File: src/rtl/core/cdda_pkg.sv
package cdda_pkg;

   localparam int unsigned YEAR_W  = 16;
   localparam int unsigned MONTH_W = 4;
   localparam int unsigned DAY_W   = 5;
   localparam int unsigned COUNT_W = 16;
   localparam int unsigned MOD25_W = 5;

   localparam logic OPCODE_LOAD    = 1'b0;
   localparam logic OPCODE_ADVANCE = 1'b1;

   localparam logic [MONTH_W-1:0] MONTH_FEB = 4'd2;
   localparam logic [MONTH_W-1:0] MONTH_APR = 4'd4;
   localparam logic [MONTH_W-1:0] MONTH_JUN = 4'd6;
   localparam logic [MONTH_W-1:0] MONTH_SEP = 4'd9;
   localparam logic [MONTH_W-1:0] MONTH_NOV = 4'd11;
   localparam logic [MONTH_W-1:0] MONTH_DEC = 4'd12;

   localparam logic [YEAR_W-1:0]  YEAR_RESET  = 16'd0;
   localparam logic [MONTH_W-1:0] MONTH_RESET = 4'd1;
   localparam logic [DAY_W-1:0]   DAY_RESET   = 5'd1;

   // floor(y / 25) == (y * MOD25_MAGIC) >> MOD25_SHIFT for every 16-bit y
   localparam logic [16:0] MOD25_MAGIC = 17'd83887;
   localparam int unsigned MOD25_SHIFT = 21;
   localparam logic [MOD25_W-1:0] MOD25_LAST = 5'd24;

   typedef struct packed {
      logic capture;
      logic load;
      logic step;
   } cmd_type;

   typedef struct packed {
      logic count_zero;
   } status_type;

   function automatic logic [DAY_W-1:0] month_days(input logic [MONTH_W-1:0] month,
                                                   input logic leap);
      logic [DAY_W-1:0] days;
      days = 5'd31;
      if (month == MONTH_FEB) begin
         days = leap ? 5'd29 : 5'd28;
      end else if (month == MONTH_APR || month == MONTH_JUN ||
                   month == MONTH_SEP || month == MONTH_NOV) begin
         days = 5'd30;
      end
      return days;
   endfunction

endpackage

File: src/rtl/core/cdda_ctrl.sv
module cdda_ctrl (
   input  logic                 clock,
   input  logic                 reset,
   input  logic                 req_valid,
   output logic                 req_ready,
   input  logic                 req_opcode,
   output logic                 rsp_valid,
   input  logic                 rsp_ready,
   input  cdda_pkg::status_type status,
   output cdda_pkg::cmd_type    cmd
);
   import cdda_pkg::*;

   localparam logic [1:0] ST_IDLE = 2'd0;
   localparam logic [1:0] ST_LOAD = 2'd1;
   localparam logic [1:0] ST_STEP = 2'd2;
   localparam logic [1:0] ST_DONE = 2'd3;

   logic [1:0] state_ff;
   logic [1:0] state_in;
   logic       req_fire;

   assign req_ready = (state_ff == ST_IDLE);
   assign rsp_valid = (state_ff == ST_DONE);
   assign req_fire  = req_valid && req_ready;

   always_comb begin
      state_in    = state_ff;
      cmd.capture = 1'b0;
      cmd.load    = 1'b0;
      cmd.step    = 1'b0;
      unique case (state_ff)
         ST_IDLE: begin
            if (req_fire) begin
               cmd.capture = 1'b1;
               state_in    = (req_opcode == OPCODE_LOAD) ? ST_LOAD : ST_STEP;
            end
         end
         ST_LOAD: begin
            cmd.load = 1'b1;
            state_in = ST_DONE;
         end
         ST_STEP: begin
            if (status.count_zero) begin
               state_in = ST_DONE;
            end else begin
               cmd.step = 1'b1;
            end
         end
         ST_DONE: begin
            if (rsp_ready) begin
               state_in = ST_IDLE;
            end
         end
         default: state_in = ST_IDLE;
      endcase
   end

   always_ff @(posedge clock) begin
      if (reset) begin
         state_ff <= ST_IDLE;
      end else begin
         state_ff <= state_in;
      end
   end

   a_step_ends: assert property (@(posedge clock) disable iff (reset)
      (state_ff == ST_STEP && status.count_zero) |=> (state_ff == ST_DONE))
      else $error("advance did not finish on zero count");

   a_rsp_release: assert property (@(posedge clock) disable iff (reset)
      (rsp_valid && rsp_ready) |=> req_ready)
      else $error("not ready after response taken");

   a_one_side: assert property (@(posedge clock) disable iff (reset)
      !(req_ready && rsp_valid))
      else $error("ready while response pending");

endmodule

File: src/rtl/core/cdda_dpath.sv
module cdda_dpath (
   input  logic                           clock,
   input  logic                           reset,
   input  cdda_pkg::cmd_type              cmd,
   output cdda_pkg::status_type           status,
   input  logic [cdda_pkg::YEAR_W-1:0]    req_load_year,
   input  logic [cdda_pkg::MONTH_W-1:0]   req_load_month,
   input  logic [cdda_pkg::DAY_W-1:0]     req_load_day,
   input  logic [cdda_pkg::COUNT_W-1:0]   req_day_count,
   output logic [cdda_pkg::YEAR_W-1:0]    rsp_cur_year,
   output logic [cdda_pkg::MONTH_W-1:0]   rsp_cur_month,
   output logic [cdda_pkg::DAY_W-1:0]     rsp_cur_day
);
   import cdda_pkg::*;

   logic [YEAR_W-1:0]  ld_year_ff;
   logic [MONTH_W-1:0] ld_month_ff;
   logic [DAY_W-1:0]   ld_day_ff;
   logic [COUNT_W-1:0] count_ff;

   logic [YEAR_W-1:0]  year_ff,  year_in;
   logic [MONTH_W-1:0] month_ff, month_in;
   logic [DAY_W-1:0]   day_ff,   day_in;
   logic [MOD25_W-1:0] mod25_ff, mod25_in;

   logic [32:0]        ld_prod;
   logic [11:0]        ld_quot;
   logic [16:0]        ld_rem_full;
   logic               leap;
   logic [DAY_W:0]     next_day;
   logic [MOD25_W-1:0] mod25_inc;

   assign status.count_zero = (count_ff == '0);

   // year mod 25 of the loaded year by reciprocal multiply
   assign ld_prod     = 33'(ld_year_ff) * 33'(MOD25_MAGIC);
   assign ld_quot     = ld_prod[32:MOD25_SHIFT];
   assign ld_rem_full = 17'(ld_year_ff) - ((17'(ld_quot) << 4) + (17'(ld_quot) << 3)
                        + 17'(ld_quot));

   assign leap = (year_ff[1:0] == 2'b00) && ((mod25_ff != '0) || (year_ff[3:0] == 4'h0));
   assign next_day  = {1'b0, day_ff} + 6'd1;
   assign mod25_inc = (mod25_ff == MOD25_LAST) ? '0 : mod25_ff + 5'd1;

   always_comb begin
      year_in  = year_ff;
      month_in = month_ff;
      day_in   = day_ff;
      mod25_in = mod25_ff;
      if (cmd.load) begin
         year_in  = ld_year_ff;
         month_in = ld_month_ff;
         day_in   = ld_day_ff;
         mod25_in = ld_rem_full[MOD25_W-1:0];
      end else if (cmd.step) begin
         if (next_day > {1'b0, month_days(month_ff, leap)}) begin
            day_in = DAY_RESET;
            if (month_ff >= MONTH_DEC) begin
               month_in = MONTH_RESET;
               year_in  = year_ff + 16'd1;
               // wrap of 65535 to 0 lands on a multiple of 25
               mod25_in = (year_ff == '1) ? '0 : mod25_inc;
            end else begin
               month_in = month_ff + 4'd1;
            end
         end else begin
            day_in = next_day[DAY_W-1:0];
         end
      end
   end

   always_ff @(posedge clock) begin
      if (cmd.capture) begin
         ld_year_ff  <= req_load_year;
         ld_month_ff <= req_load_month;
         ld_day_ff   <= req_load_day;
      end
   end

   always_ff @(posedge clock) begin
      if (reset) begin
         count_ff <= '0;
         year_ff  <= YEAR_RESET;
         month_ff <= MONTH_RESET;
         day_ff   <= DAY_RESET;
         mod25_ff <= '0;
      end else begin
         if (cmd.capture) begin
            count_ff <= req_day_count;
         end else if (cmd.step) begin
            count_ff <= count_ff - 16'd1;
         end
         year_ff  <= year_in;
         month_ff <= month_in;
         day_ff   <= day_in;
         mod25_ff <= mod25_in;
      end
   end

   assign rsp_cur_year  = year_ff;
   assign rsp_cur_month = month_ff;
   assign rsp_cur_day   = day_ff;

   a_mod25_range: assert property (@(posedge clock) disable iff (reset)
      mod25_ff <= MOD25_LAST)
      else $error("year residue out of range");

   a_step_day: assert property (@(posedge clock) disable iff (reset)
      cmd.step |=> (day_ff != '0))
      else $error("day zero after a step");

endmodule

File: src/rtl/core/calendar_date_day_advancer.sv
// Calendar date keeper with a day advancer.
// Request channel (req_valid/req_ready): req_opcode selects a load of
// req_load_year/month/day as given, or an advance by req_day_count days.
// Response channel (rsp_valid/rsp_ready): one response per request carries
// the date after the operation in rsp_cur_year/month/day.
// One request is in flight at a time; req_ready is high only while idle.
// After a request is accepted, a load passes through the load state and an
// advance through the step state, which repeats until the day count is zero,
// before the response turns valid in the done state.
// The next request can be taken in the cycle after the response is accepted.
// The date advances by one day per cycle in a single step unit; that
// loop sets the advance time. Leap years follow the Gregorian rule,
// using a year-mod-25 residue kept beside the year.
// Reset (synchronous, active high) sets the date to year 0, month 1, day 1
// and returns to idle.
// While the receiver stalls, the response and the date hold, and no new
// request is taken until the response is accepted.
module calendar_date_day_advancer (
   input  logic                          clock,
   input  logic                          reset,
   input  logic                          req_valid,
   output logic                          req_ready,
   input  logic                          req_opcode,
   input  logic [cdda_pkg::YEAR_W-1:0]   req_load_year,
   input  logic [cdda_pkg::MONTH_W-1:0]  req_load_month,
   input  logic [cdda_pkg::DAY_W-1:0]    req_load_day,
   input  logic [cdda_pkg::COUNT_W-1:0]  req_day_count,
   output logic                          rsp_valid,
   input  logic                          rsp_ready,
   output logic [cdda_pkg::YEAR_W-1:0]   rsp_cur_year,
   output logic [cdda_pkg::MONTH_W-1:0]  rsp_cur_month,
   output logic [cdda_pkg::DAY_W-1:0]    rsp_cur_day
);
   import cdda_pkg::*;

   cmd_type    cmd;
   status_type status;

   cdda_ctrl u_ctrl (
      .clock      (clock),
      .reset      (reset),
      .req_valid  (req_valid),
      .req_ready  (req_ready),
      .req_opcode (req_opcode),
      .rsp_valid  (rsp_valid),
      .rsp_ready  (rsp_ready),
      .status     (status),
      .cmd        (cmd)
   );

   cdda_dpath u_dpath (
      .clock          (clock),
      .reset          (reset),
      .cmd            (cmd),
      .status         (status),
      .req_load_year  (req_load_year),
      .req_load_month (req_load_month),
      .req_load_day   (req_load_day),
      .req_day_count  (req_day_count),
      .rsp_cur_year   (rsp_cur_year),
      .rsp_cur_month  (rsp_cur_month),
      .rsp_cur_day    (rsp_cur_day)
   );

endmodule

File: config.mk
export PLATFORM = sky130hd
export DESIGN_NAME = calendar_date_day_advancer
export DESIGN_NICKNAME = d
export VERILOG_FILES = /design/src/rtl/core/cdda_pkg.sv /design/src/rtl/core/cdda_ctrl.sv /design/src/rtl/core/cdda_dpath.sv /design/src/rtl/core/calendar_date_day_advancer.sv
export SDC_FILE = /design/constraint.sdc
export NUM_CORES = 1
export LEC_CHECK = 0
export BUFFER_PORTS_ARGS = -buffer_cell sky130_fd_sc_hd__clkbuf_2
export CAP_MARGIN = 0
export CORE_ASPECT_RATIO = 0.9
export CORE_MARGIN = 1
export CORE_UTILIZATION = 50
export CTS_CLUSTER_DIAMETER = 30
export DETAILED_ROUTE_END_ITERATION = 16
export HOLD_SLACK_MARGIN = 0.03
export PLACE_DENSITY = 0.75
export REMOVE_ABC_BUFFERS = 1
export SYNTH_ARGS = -nofsm -noshare
export SYNTH_HDL_FRONTEND = slang
export SYNTH_SLANG_ARGS = --single-unit
File: constraint.sdc
create_clock -name clock -period 10.3 [get_ports clock]
set_input_delay 1.545 -clock clock [delete_from_list [all_inputs] [get_ports clock]]
set_output_delay 1.545 -clock clock [all_outputs]
set_load 0.005 [all_outputs]
==> out/qor.yml <==
flow_run:
  cap_viol_max_count: 0
logic_synthesis:
  avgSynthCellArea_um2: 9.43
  synth_commonest_cells: "inv_1 (198), ha_1 (122), fa_1 (95)"
  yosysWarnings: 0
  ys_async_sr_fraction: 0
  ys_seq_area_frac: 0.207
  synth.most_common_cell: "inv_1"
  synth_top_family_by_area: "adder cells"
  synthTopCellsByArea: "fa_1 (23%), ha_1 (18%), dfxtp_1 (12%)"
  synth_top_area_share: 0.230
  synth_mux_area_frac: 0.00605
  netlist_area_um2: 8280
  synth_ff_type: "dfxtp_1"
  synthCells: 878
  synth-edff-count: 25
  synth_xor_area_frac: 0.0366
  synth.distinct_cells: 63
  yosys.area_share.simple: 0.105
  synth-seq-cells: 73
  synth_compound_area_frac: 0.128
  yosys.area.top_type: "fa_1"
  synth_fa_ha_area_frac: 0.414
worst_setup_path:
  startpoint: "u_dpath.ld_year_ff[13]"
  r2r_end: "u_dpath.mod25_ff[4]"
  path_max_fanout: 5
  end_kind: "flip-flop"
  slowest_stage: "a2111oi_0"
  reg2reg_depth: 24
  cp.arrival_ns: 8.17
  slowest_delay_ns: 0.92
  crit_top_cell: "fa_1"
  reg2reg_slack_ns: 2.33
  start_kind: "flip-flop"
  crit_required_ns: 10.49
  r2r_start: "u_dpath.ld_year_ff[13]"
  path_cells: "fa_1 > inv_1 > fa_1 > inv_1 > fa_1 > fa_1 > fa_1 > inv_1 > fa_1 > inv_1 > ha_1 > and4_1 > and3_1 > and4_1 > a2111oi_0 > xnor2_1 > fa_1 > nand2b_1 > a21oi_1 > xnor2_1 > xnor2_1 > xnor3_1 > o2111ai_1 > o221ai_1"
  critPathKind: "flip-flop to flip-flop"
floorplan:
  die_area_um2: 17100
  die_width_um: 138
  chipHeight_um: 124
  start_util: 0.513
  io_pins: 73
  core-area_um2: 16100
  rows: 44
global_routing:
  grtUsageTotal: 0.222
  grt_pass1_vias: 5939
  gr-total-overflow: 0
  antenna_found_initial: 0
  grt_max_degree: 60
  grt_pass1_wl_mm: 29.1
clock_tree:
  cts_max_path_buffers: 2
  cts_made_buffers: 9
  cts_tree: "built"
  clk_pin_slew_ns: 0.06
  cts_hold_buf: 0
  root_buffer: "clkbuf_16"
  h-tree-depth: 3
  worstSkewPairLatency_ns: 0.33
  cts.sinks: 73
  cts_setup_buffers: 0
  cts.repair.resized: 0
drt:
  vias_per_cell: 5.33
  drc_errors: 0
  first_pass_iters: 5
  drt.antenna.violating_nets: 0
  wl_per_cell_um: 15.4
  drt_iter0_markers: 408
  drt-total-wl_mm: 17.8
  vias: 6161
layout:
  syn_to_final_growth_pct: 10.7
  diodes: 0
  layout.cells.non_filler: 1155
  stdcell_area_um2: 9170
  nets: 1206
  drive_gt1_frac: 0.114
placed_design:
  postPlaceCellArea_um2: 8820
  hpwlAfterDp_mm: 14.6
  dp_cells: 1139
  globalplace.congestion: 0.927
  io_buffers: 72
hold_path:
  min_from: "u_dpath.ld_day_ff[4]"
  hp-class: "flip-flop to flip-flop"
  holdPathEnd: "u_dpath.rsp_cur_day[4]"
  min_path_cells: 2
timing:
  setup-tns-final_ns: 0
  slew_headroom: 0.275
  clock.fmax_mhz: 125
  fin_skew_ns: 0.00592
  grt_setup_unrepaired: "false"
  worst_pin_slew_ns: 1.06
  finalHoldViolations: 0
  finalMaxSlewViolations: 0
  period_minus_slack_ns: 7.97
  holdWs_ns: 0.476
  finalSetupViolCount: 0
  period_share: 0.774
run_status:
  status: "completed"
per-stage QoR:
step / util / worst slack (ns)
6_report: 0.568 / 2.33
5_1_grt: 0.568 / 1.92
4_1_cts: 0.568 / 2.38
3_5_place_dp: 0.547 / 2.40
3_3_place_gp: 0.547 / 2.55
2_1_floorplan: - / 3.07
worst max-delay path by stage:
stage,slack (ns),to
4_1_cts,2.38,u_dpath.mod25_ff[4]
6_report,2.33,u_dpath.mod25_ff[4]
2_1_floorplan,3.07,u_dpath.mod25_ff[4]
5_1_grt,1.92,u_dpath.mod25_ff[4]
3_3_place_gp,2.55,u_dpath.mod25_ff[4]
3_5_place_dp,2.40,u_dpath.mod25_ff[4]
kinds of logic (layout without fill, tap and decap cells):
| logic type | after synthesis | after routing |
|---|---|---|
| buffers and inverters | 220 | 290 |
| muxes | 5 | 5 |
| AOI/OAI and AO/OA | 149 | 149 |
| adders and majority gates | 217 | 217 |
| DFF | 73 | 73 |
| and+or+nand+nor | 181 | 181 |
| xor gates and xnor gates | 33 | 33 |
worst max-delay path: cells and delay by family, from the launching register on:
family | cells | cell delay [ns]
AOI/OAI and AO/OA | 4 | 1.37
buffers and inverters | 4 | 0.25
DFF | 1 | 0.50
and+or+nand+nor | 4 | 0.73
xor gates and xnor gates | 4 | 0.88
adders and majority gates | 8 | 4.09
sequential cells by signal, summed over array words and instances (netlist names):
signal,flops
u_dpath.rsp_cur_month,4
u_dpath.rsp_cur_day,5
u_dpath.ld_year_ff,16
u_dpath.ld_month_ff,4
u_dpath.mod25_ff,5
u_dpath.ld_day_ff,5
u_dpath.count_ff,16
u_dpath.rsp_cur_year,16
u_ctrl.state_ff,2
final cells by class:
class,instances,area [um^2]
fillers,1403,6970
multi-input cells,585,5720
inverters,198,743
clock buffers,10,229
flip-flops and latches,73,1710
repair buffers,76,390
clock inverters,6,116
well taps,207,259
placed cells by master, fill, tap and decap left out, drive strengths merged, types with 3 or more instances in the layout:
cell | Yosys | routed
a211oi | 20 | 20
a21o | 7 | 7
a21oi | 25 | 25
a221oi | 3 | 3
a22o | 6 | 6
a22oi | 19 | 19
a311oi | 3 | 3
and2 | 3 | 3
and3 | 9 | 9
and4 | 4 | 4
buf | 6 | 4
bufinv | 0 | 3
clkbuf | 16 | 82
dfxtp | 48 | 48
edfxtp | 25 | 25
fa | 95 | 95
ha | 122 | 122
inv | 198 | 199
mux2i | 5 | 5
nand2 | 41 | 41
nand2b | 4 | 4
nand3 | 8 | 8
nand4 | 3 | 3
nor2 | 70 | 70
nor2b | 3 | 3
nor3 | 13 | 13
nor3b | 3 | 3
nor4 | 4 | 4
o2111ai | 3 | 3
o211ai | 4 | 4
o21a | 3 | 3
o21ai | 37 | 37
o31ai | 4 | 4
or3 | 3 | 3
or4 | 6 | 6
xnor2 | 25 | 25
xor2 | 7 | 7
routing by layer:
layer  routed length (um)  global-route usage  up-vias
li1                     -                   -     3042
met5                    0                   0        -
met2                 7800               0.329      157
met3                 1060              0.0529       11
met4                  147              0.0343        0
met1                 8830               0.331     2951
Power is not shown: default switching activity piles up to over one toggle a cycle in this logic, so the estimate is an artifact.
